File: config.mk
export PLATFORM = sky130hd
export DESIGN_NAME = dual_hbridge_command_watchdog_core
export DESIGN_NICKNAME = d
export VERILOG_FILES = /design/src/rtl/dhcw_pkg.sv /design/src/rtl/dhcw_lane.sv /design/src/rtl/dhcw_watchdog.sv /design/src/rtl/dual_hbridge_command_watchdog_core.sv
export SDC_FILE = /design/constraint.sdc
export NUM_CORES = 1
export LEC_CHECK = 0
export BUFFER_PORTS_ARGS = -buffer_cell sky130_fd_sc_hd__buf_4
export CAP_MARGIN = 25
export CELL_PAD_IN_SITES_DETAIL_PLACEMENT = 2
export CELL_PAD_IN_SITES_GLOBAL_PLACEMENT = 2
export CORE_MARGIN = 2
export CORE_UTILIZATION = 39
export DETAILED_ROUTE_END_ITERATION = 8
export GPL_ROUTABILITY_DRIVEN = 0
export PLACE_DENSITY_LB_ADDON = 0.15
export SETUP_SLACK_MARGIN = 0.3
export SYNTH_ARGS = -nofsm -noshare
export SYNTH_HDL_FRONTEND = slang
export SYNTH_SLANG_ARGS = --single-unit
File: constraint.sdc
create_clock -name clk -period 7.6 [get_ports clk]
set_clock_uncertainty 0.15 [all_clocks]
set_input_delay 0.76 -clock clk [delete_from_list [all_inputs] [get_ports clk]]
set_output_delay 0.76 -clock clk [all_outputs]
set_load 0.02 [all_outputs]
File: src/rtl/dhcw_pkg.sv
`default_nettype none

package dhcw_pkg;

    localparam int SPEED_W          = 16;
    localparam int APPLIED_W        = 9;
    localparam int DUTY_W           = 8;
    localparam int DEADBAND_W       = 8;
    localparam int TIMEOUT_W        = 16;
    localparam int CFG_DATA_W       = 16;
    localparam int FUNC_W           = 3;
    localparam int ELAPSED_BITS_DEF = 32;

    localparam logic [DEADBAND_W-1:0] DEADBAND_RST = 8'd10;
    localparam logic [TIMEOUT_W-1:0]  TIMEOUT_RST  = 16'd1000;

    localparam logic signed [SPEED_W-1:0] DUTY_POS_LIM = 16'sd255;
    localparam logic signed [SPEED_W-1:0] DUTY_NEG_LIM = -16'sd255;

    typedef enum logic [FUNC_W-1:0] {
        FUNC_SET_SPEEDS = 3'd0,
        FUNC_STOP       = 3'd1,
        FUNC_ESTOP      = 3'd2,
        FUNC_SET_ENABLE = 3'd3,
        FUNC_HEARTBEAT  = 3'd4,
        FUNC_TICK       = 3'd5
    } func_t;

    typedef enum logic {
        REG_DEADBAND = 1'b0,
        REG_TIMEOUT  = 1'b1
    } cfg_reg_t;

    typedef struct packed {
        logic load;
        logic clear;
    } lane_ctrl_t;

endpackage

`default_nettype wire

File: src/rtl/dhcw_lane.sv
`default_nettype none

module dhcw_lane (
    input  wire logic                                  clk,
    input  wire logic                                  rst_n,
    input  wire dhcw_pkg::lane_ctrl_t                  ctrl,
    input  wire logic signed [dhcw_pkg::SPEED_W-1:0]   speed,
    input  wire logic [dhcw_pkg::DEADBAND_W-1:0]       deadband,
    input  wire logic                                  enable,
    output logic signed [dhcw_pkg::SPEED_W-1:0]        command,
    output logic                                       nonzero,
    output logic                                       fwd_pin,
    output logic                                       rev_pin,
    output logic [dhcw_pkg::DUTY_W-1:0]                duty
);
    import dhcw_pkg::*;

    logic signed [SPEED_W-1:0]   command_reg;
    logic signed [SPEED_W-1:0]   command_next;
    logic signed [APPLIED_W-1:0] applied_reg;
    logic signed [APPLIED_W-1:0] applied_next;
    logic signed [SPEED_W:0]     speed_ext;
    logic [SPEED_W:0]            speed_mag;
    logic signed [APPLIED_W-1:0] drive;
    logic [APPLIED_W-1:0]        applied_neg;

    assign speed_ext = {speed[SPEED_W-1], speed};
    assign speed_mag = speed[SPEED_W-1] ? (SPEED_W+1)'(-speed_ext) : (SPEED_W+1)'(speed_ext);

    always_comb
    begin
        if (!enable || (speed_mag < {{(SPEED_W+1-DEADBAND_W){1'b0}}, deadband}))
        begin
            drive = '0;
        end
        else if (speed > DUTY_POS_LIM)
        begin
            drive = APPLIED_W'(DUTY_POS_LIM);
        end
        else if (speed < DUTY_NEG_LIM)
        begin
            drive = APPLIED_W'(DUTY_NEG_LIM);
        end
        else
        begin
            drive = speed[APPLIED_W-1:0];
        end
    end

    always_comb
    begin
        command_next = command_reg;
        applied_next = applied_reg;
        if (ctrl.clear)
        begin
            command_next = '0;
            applied_next = '0;
        end
        else if (ctrl.load)
        begin
            command_next = speed;
            applied_next = drive;
        end
    end

    always_ff @(posedge clk or negedge rst_n)
    begin
        if (!rst_n)
        begin
            command_reg <= '0;
            applied_reg <= '0;
        end
        else
        begin
            command_reg <= command_next;
            applied_reg <= applied_next;
        end
    end

    assign applied_neg = APPLIED_W'(-applied_reg);

    assign command = command_reg;
    assign nonzero = |command_reg;
    assign fwd_pin = !applied_reg[APPLIED_W-1] && (|applied_reg);
    assign rev_pin = applied_reg[APPLIED_W-1];
    assign duty    = applied_reg[APPLIED_W-1] ? applied_neg[DUTY_W-1:0]
                                              : applied_reg[DUTY_W-1:0];

endmodule

`default_nettype wire

File: src/rtl/dhcw_watchdog.sv
`default_nettype none

module dhcw_watchdog #(
    parameter int ELAPSED_BITS = dhcw_pkg::ELAPSED_BITS_DEF
) (
    input  wire logic                               clk,
    input  wire logic                               rst_n,
    input  wire logic                               accept,
    input  wire logic [dhcw_pkg::FUNC_W-1:0]        func,
    input  wire logic                               enable_value,
    input  wire logic [dhcw_pkg::TIMEOUT_W-1:0]     timeout_ms,
    input  wire logic                               left_nonzero,
    input  wire logic                               right_nonzero,
    output dhcw_pkg::lane_ctrl_t                    ctrl,
    output logic                                    enabled,
    output logic                                    timed_out
);
    import dhcw_pkg::*;

    logic                    enable_reg;
    logic                    enable_next;
    logic                    timeout_reg;
    logic                    timeout_next;
    logic [ELAPSED_BITS-1:0] elapsed_reg;
    logic [ELAPSED_BITS-1:0] elapsed_next;
    logic [ELAPSED_BITS-1:0] elapsed_inc;
    logic                    fire;

    assign elapsed_inc = (&elapsed_reg) ? elapsed_reg : elapsed_reg + 1'b1;
    assign fire = enable_reg && !timeout_reg && (left_nonzero || right_nonzero)
               && (elapsed_inc > ELAPSED_BITS'(timeout_ms));

    always_comb
    begin
        enable_next  = enable_reg;
        timeout_next = timeout_reg;
        elapsed_next = elapsed_reg;
        ctrl         = '0;
        if (accept)
        begin
            case (func_t'(func))
                FUNC_SET_SPEEDS:
                begin
                    ctrl.load    = 1'b1;
                    elapsed_next = '0;
                    timeout_next = 1'b0;
                end
                FUNC_STOP:
                begin
                    ctrl.clear = 1'b1;
                end
                FUNC_ESTOP:
                begin
                    ctrl.clear  = 1'b1;
                    enable_next = 1'b0;
                end
                FUNC_SET_ENABLE:
                begin
                    enable_next = enable_value;
                    ctrl.clear  = !enable_value;
                end
                FUNC_HEARTBEAT:
                begin
                    elapsed_next = '0;
                    timeout_next = 1'b0;
                end
                FUNC_TICK:
                begin
                    elapsed_next = elapsed_inc;
                    if (fire)
                    begin
                        ctrl.clear   = 1'b1;
                        timeout_next = 1'b1;
                    end
                end
                default:
                begin
                    ctrl = '0;
                end
            endcase
        end
    end

    always_ff @(posedge clk or negedge rst_n)
    begin
        if (!rst_n)
        begin
            enable_reg  <= 1'b1;
            timeout_reg <= 1'b0;
            elapsed_reg <= '0;
        end
        else
        begin
            enable_reg  <= enable_next;
            timeout_reg <= timeout_next;
            elapsed_reg <= elapsed_next;
        end
    end

    assign enabled   = enable_reg;
    assign timed_out = timeout_reg;

endmodule

`default_nettype wire

File: src/rtl/dual_hbridge_command_watchdog_core.sv
`default_nettype none

// Channel  Handshake              Payload
// in       in_valid / in_ready    func, left_speed, right_speed, enable_value
// out      out_valid / out_ready  pins, duties, commands, enabled_out, timed_out_out
// cfg      cfg_valid / cfg_ready  cfg_index (0 deadband, 1 timeout_ms), cfg_data
//
// One event per cycle while in_ready is high; the result is registered and appears in the cycle after acceptance.
// The status registers are the result: a new event is taken when no result
// waits or the waiting one is taken in the same cycle.
// Reset: deadband 10, timeout 1000 ms, enabled, commands zero; cfg_ready stays high.

module dual_hbridge_command_watchdog_core #(
    parameter int ELAPSED_BITS = dhcw_pkg::ELAPSED_BITS_DEF
) (
    input  wire logic                                  clk,
    input  wire logic                                  rst_n,
    input  wire logic                                  in_valid,
    output logic                                       in_ready,
    input  wire logic [dhcw_pkg::FUNC_W-1:0]           func,
    input  wire logic signed [dhcw_pkg::SPEED_W-1:0]   left_speed,
    input  wire logic signed [dhcw_pkg::SPEED_W-1:0]   right_speed,
    input  wire logic                                  enable_value,
    output logic                                       out_valid,
    input  wire logic                                  out_ready,
    output logic                                       left_fwd_pin,
    output logic                                       left_rev_pin,
    output logic [dhcw_pkg::DUTY_W-1:0]                left_duty,
    output logic                                       right_fwd_pin,
    output logic                                       right_rev_pin,
    output logic [dhcw_pkg::DUTY_W-1:0]                right_duty,
    output logic signed [dhcw_pkg::SPEED_W-1:0]        left_command_out,
    output logic signed [dhcw_pkg::SPEED_W-1:0]        right_command_out,
    output logic                                       enabled_out,
    output logic                                       timed_out_out,
    input  wire logic                                  cfg_valid,
    output logic                                       cfg_ready,
    input  wire logic                                  cfg_index,
    input  wire logic [dhcw_pkg::CFG_DATA_W-1:0]       cfg_data
);
    import dhcw_pkg::*;

    logic                  out_valid_reg;
    logic                  out_valid_next;
    logic [DEADBAND_W-1:0] deadband_reg;
    logic [DEADBAND_W-1:0] deadband_next;
    logic [TIMEOUT_W-1:0]  timeout_reg;
    logic [TIMEOUT_W-1:0]  timeout_next;
    logic                  accept;
    logic                  cfg_write;
    logic                  left_nonzero;
    logic                  right_nonzero;
    lane_ctrl_t            ctrl;

    assign in_ready  = !out_valid_reg || out_ready;
    assign accept    = in_valid && in_ready;
    assign cfg_ready = 1'b1;
    assign cfg_write = cfg_valid && cfg_ready;

    always_comb
    begin
        out_valid_next = out_valid_reg;
        if (accept)
        begin
            out_valid_next = 1'b1;
        end
        else if (out_ready)
        begin
            out_valid_next = 1'b0;
        end
    end

    always_comb
    begin
        deadband_next = deadband_reg;
        timeout_next  = timeout_reg;
        if (cfg_write)
        begin
            case (cfg_reg_t'(cfg_index))
                REG_DEADBAND: deadband_next = cfg_data[DEADBAND_W-1:0];
                REG_TIMEOUT:  timeout_next  = cfg_data[TIMEOUT_W-1:0];
                default:      deadband_next = deadband_reg;
            endcase
        end
    end

    always_ff @(posedge clk or negedge rst_n)
    begin
        if (!rst_n)
        begin
            out_valid_reg <= 1'b0;
            deadband_reg  <= DEADBAND_RST;
            timeout_reg   <= TIMEOUT_RST;
        end
        else
        begin
            out_valid_reg <= out_valid_next;
            deadband_reg  <= deadband_next;
            timeout_reg   <= timeout_next;
        end
    end

    dhcw_lane u_left (
        .clk      (clk),
        .rst_n    (rst_n),
        .ctrl     (ctrl),
        .speed    (left_speed),
        .deadband (deadband_reg),
        .enable   (enabled_out),
        .command  (left_command_out),
        .nonzero  (left_nonzero),
        .fwd_pin  (left_fwd_pin),
        .rev_pin  (left_rev_pin),
        .duty     (left_duty)
    );

    dhcw_lane u_right (
        .clk      (clk),
        .rst_n    (rst_n),
        .ctrl     (ctrl),
        .speed    (right_speed),
        .deadband (deadband_reg),
        .enable   (enabled_out),
        .command  (right_command_out),
        .nonzero  (right_nonzero),
        .fwd_pin  (right_fwd_pin),
        .rev_pin  (right_rev_pin),
        .duty     (right_duty)
    );

    dhcw_watchdog #(
        .ELAPSED_BITS (ELAPSED_BITS)
    ) u_watchdog (
        .clk           (clk),
        .rst_n         (rst_n),
        .accept        (accept),
        .func          (func),
        .enable_value  (enable_value),
        .timeout_ms    (timeout_reg),
        .left_nonzero  (left_nonzero),
        .right_nonzero (right_nonzero),
        .ctrl          (ctrl),
        .enabled       (enabled_out),
        .timed_out     (timed_out_out)
    );

    assign out_valid = out_valid_reg;

endmodule

`default_nettype wire

-- Word-level counts from Yosys, hierarchy flattened
Cells that the tools add are included.
- register bits after elaboration: 109
- input port bits: 58
- output and inout bits: 57
- word-level logic and storage cells: 91
- add/sub/neg operators: 5
- magnitude comparators: 7
- equality and inequality tests: 6
- mux-type cells: 29
- bitwise operators: 1
- reduce and logical (&&, ||, !) cells: 33
- operators with widths (operator ; number):
    $mux 9 ; 10
    $mux 16 ; 4
    $pmux 32 s2 ; 1
    $lt 17x8->1 ; 2
    $mux 17 ; 2
    $neg 16->17 ; 2
    $add 32x1->32 const B ; 1
    $gt 16x9->1 const B ; 2
    $gt 32x16->1 ; 1
    $lt 16x9->1 const B ; 2
    $mux 32 ; 1
    $reduce_and 32->1 ; 1
    $reduce_or 16->1 ; 2
    $reduce_or 9->1 ; 2
    $mux 8 ; 2
    $neg 8->8 ; 2
    $reduce_and 2->1 ; 4
    $reduce_bool 2->1 ; 4
    $eq 3x2->1 const B ; 2
    $eq 3x3->1 const B ; 2
    $logic_and 1x1->1 ; 6
    $logic_not 1->1 ; 6
    $mux 1 ; 5
    $logic_or 1x1->1 ; 4
    other kinds (9) ; 11

-- Depth between registers and ports, before layout
Gate-level depths: netlist of run 1.
- word-level depth: 9
- mapped depth: 18

-- Cells and area by module
Synthesis of run 1 repeated with hierarchy kept, for this count alone.
- cells, all modules: 846
- area, all modules: 7599.8 sq um
- modules (own cells, without submodules) (module ; times used ; cells each ; area each (sq um)):
    dhcw_lane ; 2 ; 213 ; 1789.2
    dhcw_watchdog ; 1 ; 362 ; 2969.1
    dual_hbridge_command_watchdog_core ; 1 ; 58 ; 1052.3

-- Least setup slack after synthesis of run 1
No wires, ideal clock.
- kind: register -> register
- from: reg u_watchdog.elapsed_reg[18]
- to: reg u_left.applied_reg[4]
- setup time: 0.089 ns
- data arrival time: 4.136 ns
- setup slack: 3.225 ns
- stages on the path, launching flop included: 19
- period minus slack after synthesis: 4.375 ns
- cell sequence: dfrtp_1 -> buf_2 -> nand4_1 -> nor4_2 -> nand3_1 -> nand2_1 -> nor3_1 -> and4_1 -> xor2_1 -> ha_1 -> a21oi_1 -> nand2_1 -> a221o_1 -> o31ai_1 -> nand4_1 -> nor4_4 -> a211oi_4 -> buf_6 -> a211oi_2
- cells in the longest elaborated chain, start to end: 8
- elaborated cells between the ends (all ways): 10
- those cells by class: add/sub: 1; order compare: 1; mux: 5; reduce/logical: 3
- ends and longest elaborated chain (what ; line ; source):
    start, declared ; dhcw_watchdog.sv:24 ; logic [ELAPSED_BITS-1:0] elapsed_reg;
    start signal, assigned ; dhcw_watchdog.sv:96 ; elapsed_reg <= elapsed_next;
    $add 32x1->32 / $reduce_and 32->1 (equally long branches) ; dhcw_watchdog.sv:29 ; assign elapsed_inc = (&elapsed_reg) ? elapsed_reg : elapsed_reg + 1'b1;
    $mux 32 (*) ; dhcw_watchdog.sv:29 ;
    $gt 32x16->1 (*) ; dhcw_watchdog.sv:31 ; && (elapsed_inc > ELAPSED_BITS'(timeout_ms));
    $logic_and 1x1->1 (*) ; dhcw_watchdog.sv:31 ;
    $mux 1 (*) ; dhcw_watchdog.sv:70 ; if (fire)
    $pmux 1 s3 (*) ; dhcw_watchdog.sv:41 ; case (func_t'(func))
    $mux 2 (*) ; dhcw_watchdog.sv:39 ; if (accept)
    $mux 9 / $reduce_bool 2->1 (equally long branches) ; n/a ;
    end signal, assigned ; dhcw_lane.sv:76 ; applied_reg <= applied_next;
    end, declared ; dhcw_lane.sv:20 ; logic signed [APPLIED_W-1:0] applied_reg;
Mark *: on every way between the ends. The rest lies on a longest branch, timed or not.
A chain may end at the register's enable or synchronous reset.

-- Worst setup path after layout of run 1
- from: reg u_watchdog.elapsed_reg[16]
- to: reg u_right.applied_reg[7]
- cells in the longest elaborated chain, start to end: 8
- elaborated cells between the ends (all ways): 10
- those cells by class: add/sub: 1; order compare: 1; mux: 5; reduce/logical: 3
- ends and longest elaborated chain (what ; line):
    $add 32x1->32 / $reduce_and 32->1 (equally long branches) ; dhcw_watchdog.sv:29
    $mux 32 (*) ; dhcw_watchdog.sv:29
    $gt 32x16->1 (*) ; dhcw_watchdog.sv:31
    $logic_and 1x1->1 (*) ; dhcw_watchdog.sv:31
    $mux 1 (*) ; dhcw_watchdog.sv:70
    $pmux 1 s3 (*) ; dhcw_watchdog.sv:41
    $mux 2 (*) ; dhcw_watchdog.sv:39
    $mux 9 / $reduce_bool 2->1 (equally long branches) ; n/a
    end signal, assigned ; dhcw_lane.sv:76
    end, declared ; dhcw_lane.sv:20
Marks and branches as above.

==> results of run 1 <==
critical path, stage by stage, from the launching register on:
cell and delay (ns):
dfrtp_1 0.58, nand4_1 0.31, nor4_2 0.76, nand3_1 0.42
nand2_1 0.29, nor3_1 0.11, and4_1 0.23, xor2_1 0.22
ha_1 0.31, a21oi_1 0.14, nand2_1 0.07, a221o_1 0.35
o31ai_1 0.48, nand4_1 0.22, nor4_4 0.35, a211oi_4 0.11
buf_4 0.37, a211oi_2 0.30
metrics by stage:
step / cells / utilization (%)
floorplan: 824 / -
global placement: 1153 / 45.4
detailed placement: 1153 / 45.4
CTS: 1169 / 46.8
global route: 1172 / 47.2
finish: 1172 / 47.2
metal layers:
layer / up-vias / GRT usage (%) / routed length, µm
met2: 133 / 44.3 / 12600
met1: 3515 / 34.8 / 11800
met3: 19 / 3.73 / 949
met4: 0 / 5.62 / 316
li1: 3159 / - / -
met5: - / 0 / 0
worst paths after layout:
| path | startpoint | to | slack [ns] | depth (start not counted) |
|---|---|---|---|---|
| setup reg to reg | u_watchdog.elapsed_reg[16] | u_right.applied_reg[7] | 1.66 | 17 |
| setup / recovery | u_watchdog.elapsed_reg[16] | u_right.applied_reg[7] | 1.66 | 17 |
| max in group asynchronous | rst_n | u_left.applied_reg[0] | 5.78 | 2 |
| min in group clk | timeout_reg[1] | timeout_reg[1] | 0.38 | 1 |
| hold / removal | rst_n | u_watchdog.elapsed_reg[14] | 0.30 | 1 |
| hold reg to reg | timeout_reg[1] | timeout_reg[1] | 0.38 | 1 |
power breakdown:
group	total, µW	switching (µW)	internal, µW	leakage, µW
sequential	686	50.5	636	0.00143
clock	469	244	225	0.000137
combinational	403	235	168	0.00240
synth_stat cells (4+ instances only):
cell type  count  share of area [%]
buf_4          4               0.40
nand3_1       24                1.6
clkbuf_1      34                1.7
xor2_1         7               0.81
xnor2_1       37                4.3
a211oi_2      15                2.5
nand2b_1      12               0.99
a22o_1        10                1.2
dfrtp_1      100                 33
a31oi_1        7               0.58
nor3_1        25                1.7
a21oi_1       27                1.8
o21ai_0       73                4.8
mux2i_1       34                4.5
nand2_1       79                3.9
ha_1          35                5.8
inv_1         39                1.9
dfstp_2        9                3.1
nor3_2        35                4.6
mux2_2        19                2.8
o41ai_1        4               0.46
nor4_1        17                1.4
nand4_1       19                1.6
nor2b_1        4               0.33
a211oi_1       4               0.40
nor2_1        51                2.5
o2111ai_1      6               0.69
buf_2          4               0.26
o31ai_1       16                1.6
or3_1          8               0.66
and2_1         5               0.41
buf_6          5               0.74
nor4_2         5               0.83
cells by family after synthesis:
group | count (synthesis)
other | 1
buffers and inverters | 88
adder cells (fa/ha/maj) | 35
AND/OR/NAND/NOR | 303
AO/OA/AOI/OAI | 191
multiplexers | 53
XOR/XNOR | 44
flip-flops | 109
layout by cell type, fill, tap and decap left out, types with 10 or more instances in the layout:
| master | n |
|---|---|
| nor3_1 | 24 |
| a211oi_2 | 15 |
| nor3_2 | 35 |
| nand2b_1 | 11 |
| nor2_1 | 50 |
| mux2_2 | 19 |
| mux2i_1 | 34 |
| buf_4 | 118 |
| dfrtp_1 | 100 |
| o21ai_0 | 73 |
| ha_1 | 35 |
| inv_1 | 39 |
| nand2_1 | 79 |
| nand3_1 | 24 |
| xnor2_1 | 37 |
| nor4_1 | 17 |
| a22o_1 | 10 |
| nand4_1 | 19 |
| a21oi_1 | 27 |
| o31ai_1 | 16 |
final cells by class:
type,count,area share [%]
clock inverters,7,0.576
repair buffers,121,10.6
flip-flops and latches,109,30.7
multi-input cells,627,50.2
well taps,260,3.65
clock buffers,9,2.53
inverters,39,1.64
==> metrics.cfg, run 1 <==
[run_status]
status = completed

[global_route]
grt-ovfl-total = 0
grt_first_pass_wirelength_um = 41800
antenna_found_initial = 0
grt_usage_pct = 25.9
grt_pass1_vias = 7589
grt_max_degree = 57

[layout]
multi_input_area_um2 = 4470
area_growth_pct = 17.5
layout-drive-gt1-share_pct = 25.7
largest_reg_flops = 32
nets = 1000
fin_area_um2 = 8910
seqCellArea_um2 = 2740
diodes = 0
nFillCells = 2086

[logic_synthesis]
syn_area_um2 = 7580
synth-simple-area-share_pct = 22.8
ys_types = 66
ys_ff_latch = 109
synth_compound_area_share_pct = 17.8
syn_nets = 917
synthCells = 824
synth_top_family_by_area = simple AND/OR/NAND/NOR gates
avgSynthCellArea_um2 = 9.20
synth-edff-count = 0
synthAdderAreaFrac_pct = 5.78
synth.mux.area_fraction_pct = 7.31
synth_ff_type = dfrtp_1
synth_xor_area_share_pct = 5.09
seq_area_frac_synth_pct = 36.1
synthArstFlopShare_pct = 100
yosys_warnings = 0

[floorplan]
start_util_pct = 40.1
die_area_um2 = 20600
io_pins = 115
row_count = 50
fp.dieH_um = 143
fp.dieW_um = 143
coreArea_um2 = 18900

[placement]
pre_cts_ws_ns = 1.80
portBuffers = 113
placed_area_um2 = 8570
post-dp-hpwl_um = 18600

[routing]
drc_errors = 0
drt-pass1-iter-count = 4
wl_per_cell_um = 21.9
post_drt_via_cell_ratio = 5.82
vias = 6826
dr.first_iter.drc_count = 288
finalWirelength_um = 25700
ant_nets = 0

[worst_setup_path]
startpoint_type = flip-flop
path_max_fanout = 50
cp_data_required_time_ns = 7.72
cp.arrival_ns = 6.07
crit_type = reg2reg
end_kind = flip-flop

[timing]
finalMaxSlewViolations = 0
fmax_mhz = 168
fin_crit_sh_pct = 78.2
hold_viol_final = 0
slew_headroom_pct = 32.4
holdWs_ns = 0.302
postLayoutSetupSlackWorst_ns = 1.66
finalCriticalPeriod_ns = 5.94
setup_viol = 0
grt_setup_unrepaired = false
worstMarginPinSlew_ns = 1.01
tns_ns = 0

[clocking]
clockRootBuffer = clkbuf_16
clock_path_buffers = 2
insertion_delay_ns = 0.36
cts.clk_slew.worst_paths_ns = 0.08
cts_resized = 0
hold_buffers = 0
clock-sinks = 109
htreeDepth = 3
cts_tree = done
cts_setup_buffers = 0
numCtsBuffers = 9

[job]
cap_violations = 0

[power_and_ir_drop]
p_total_uw = 1560
ir_drop_uv = 120
p_leak_uw = 0.00397
powerDensity_nw_per_um2 = 175

[min_path]
min_path_type = in2async

(Power assumes the default switching activity.)
==> inputs of run 2 (changes only) <==
--- a/config.mk
+++ b/config.mk
@@ -5,12 +5,13 @@
 export SDC_FILE = /design/constraint.sdc
 export NUM_CORES = 1
 export LEC_CHECK = 0
+export ABC_AREA = 1
 export BUFFER_PORTS_ARGS = -buffer_cell sky130_fd_sc_hd__buf_4
 export CAP_MARGIN = 25
 export CELL_PAD_IN_SITES_DETAIL_PLACEMENT = 2
 export CELL_PAD_IN_SITES_GLOBAL_PLACEMENT = 2
 export CORE_MARGIN = 2
-export CORE_UTILIZATION = 39
+export CORE_UTILIZATION = 32
 export DETAILED_ROUTE_END_ITERATION = 8
 export GPL_ROUTABILITY_DRIVEN = 0
 export PLACE_DENSITY_LB_ADDON = 0.15
==> constraint.sdc (replaced) <==
create_clock -name clk -period 6.1 [get_ports clk]
set_clock_uncertainty 0.15 [all_clocks]
set_input_delay 0.61 -clock clk [delete_from_list [all_inputs] [get_ports clk]]
set_output_delay 0.61 -clock clk [all_outputs]
set_load 0.02 [all_outputs]
==> metrics.cfg, run 2 <==
[run_status]
status = completed

[timing]
finalCriticalPeriod_ns = 4.45
worstMarginPinSlew_ns = 0.941
slew_headroom_pct = 37.1
postLayoutSetupSlackWorst_ns = 1.65
tns_ns = 0
hold_viol_final = 0
setup_viol = 0
grt_setup_unrepaired = false
fin_crit_sh_pct = 72.9
fmax_mhz = 225
finalMaxSlewViolations = 0

[routing]
vias = 7956
ant_nets = 0
dr.first_iter.drc_count = 261
drc_errors = 0
drt-pass1-iter-count = 4
wl_per_cell_um = 17.5
post_drt_via_cell_ratio = 4.96
finalWirelength_um = 28000

[worst_setup_path]
path_max_fanout = 50
cp_common_cell = nand2_1
critPathSlowestCell = nand2_4
cp.arrival_ns = 4.58
startpoint_type = flip-flop
cp_data_required_time_ns = 6.23
end_kind = flip-flop
cp_slowest_stage_delay_ns = 0.44
cp_cell_sequence = ha_1 -> nand3_2 -> inv_2 -> nand2_2 -> nor2_4 -> nand3_1 -> nand2_1 -> nor3_1 -> a21oi_1 -> ha_1 -> nand2_1 -> nor2_1 -> and2_1 -> nand2_1 -> nand3_1 -> o21bai_1 -> nand3_1 -> nor2_1 -> nand2_1 -> nand3_2 -> nand2_4 -> a21oi_2
crit_type = reg2reg

[clocking]
clock_path_buffers = 2
clockRootBuffer = clkbuf_16
htreeDepth = 3
numCtsBuffers = 9
insertion_delay_ns = 0.36
clock-sinks = 109
cts_resized = 0
cts_tree = done
cts.clk_slew.worst_paths_ns = 0.09

[logic_synthesis]
synth_commonest_cells = nand2_1, inv_1, nor2_1, dfrtp_1, o21ai_0
yosys_warnings = 0
synth_top_area_cell = dfrtp_1
yosys.cell_count.top_type = nand2_1
synthTopCellsByArea = dfrtp_1, nand2_1, inv_1, o21ai_0, nor2_1
seq_area_frac_synth_pct = 33.9
synth_ff_type = dfrtp_1
yosysTopAreaCellShare_pct = 31.0
syn_nets = 1273
syn_area_um2 = 8080
synth-edff-count = 0
ys_ff_latch = 109
synthArstFlopShare_pct = 100
ys_types = 45
synthCells = 1180
avgSynthCellArea_um2 = 6.85

[global_route]
grt-ovfl-total = 0
grt_usage_pct = 21.9
antenna_found_initial = 0
grt_pass1_vias = 8571
grt_max_degree = 75
grt_first_pass_wirelength_um = 46000

[layout]
nets = 1363
nFillCells = 3052
diodes = 0
area_growth_pct = 17.4
seqCellArea_um2 = 2740
largest_reg_flops = 32
layout_common_cells = nand2_1, inv_1, nor2_1, buf_4, dfrtp_1
layout_commonest_cell = nand2_1
multi_input_area_um2 = 4450
fin_area_um2 = 9490
layout-drive-gt1-share_pct = 16.9

[floorplan]
io_pins = 115
row_count = 58
coreArea_um2 = 25000
die_area_um2 = 26500
fp.dieH_um = 163
start_util_pct = 32.4
fp.dieW_um = 163

[placement]
pre_cts_ws_ns = 1.78
placed_area_um2 = 9160
portBuffers = 113
post-dp-hpwl_um = 21900

[min_path]
min_path_type = in2reg

[power_and_ir_drop]
powerDensity_nw_per_um2 = 212
ir_drop_uv = 130
p_leak_uw = 0.00465

[job]
cap_violations = 0

==> run 2: timing repair <==
item | 4_1_cts | 5_1_grt
endpoints found under the setup margin | 0 | 0
hold buffers | 0 | 1
buffers inserted | 0 | 0
endpoints found under the hold margin | 0 | 3
==> run 2: through the flow <==
stage	hold WS [ns]	total power [µW]	utilization, %	std cells
after CTS	0.308	2050	37.9	1603
after detailed placement	0.334	1410	36.7	1587
after global routing	0.335	2140	38.0	1605
final	0.336	2010	38.0	1605
after floorplan	0.164	1180	-	1180
after global placement	0.319	1390	36.7	1587
==> run 2: cells by family (layout without fill, tap and decap cells) <==
group,after synthesis,count (layout),share of synthesized area [%]
xor gates and xnor gates,36,36,3.90
and+or+nand+nor,579,579,30.3
buffers and inverters,217,312,11.0
adders and majority gates,35,35,5.42
other,1,1,0.0464
AOI/OAI and AO/OA,203,203,15.5
DFF,109,109,33.9
==> run 2: worst max-delay path, delay by kind of cell (launching register included) <==
family                   cells  cell delay (ns)
AO/OA/AOI/OAI                3             0.69
flip-flops                   1             0.41
buffers and inverters        1             0.11
AND/OR/NAND/NOR             16             2.35
adder cells (fa/ha/maj)      2             0.59
==> run 2: report_power, final <==
part	switching [µW]	internal (µW)	total, µW
combinational	336	197	533
sequential	66.0	794	860
clock	297	324	621
total	699	1310	2010
==> run 2: final timing paths <==
kind | slack, ns | depth (start not counted) | to | from
min in group asynchronous | 0.45 | 2 | u_right.command[14] | rst_n
max reg2reg | 1.65 | 22 | u_left.applied_reg[3] | u_watchdog.elapsed_reg[1]
min reg2reg | 0.34 | 2 | timeout_reg[9] | timeout_reg[9]
max in group asynchronous | 4.20 | 4 | u_watchdog.enabled | rst_n
max | 1.65 | 22 | u_left.applied_reg[3] | u_watchdog.elapsed_reg[1]
min | 0.34 | 3 | timeout_reg[15] | cfg_data[15]
==> run 2: routing by layer <==
metal	vias up	GRT usage, %	wire (µm)	part of all wire (%)
met5	-	0	0	0
met4	0	3.42	237	0.85
met3	17	2.01	465	1.7
met2	74	40.9	14800	53
met1	3947	27.7	12600	45
li1	3918	-	-	-
==> run 2: layout make-up <==
| class | instances | area share (%) |
|---|---|---|
| Tap cell | 330 | 4.35 |
| Clock inverter | 6 | 0.751 |
| Inverter | 175 | 6.92 |
| Clock buffer | 10 | 2.41 |
| Sequential cell | 109 | 28.8 |
| Timing Repair Buffer | 121 | 9.80 |
| Multi-Input combinational cell | 854 | 46.9 |
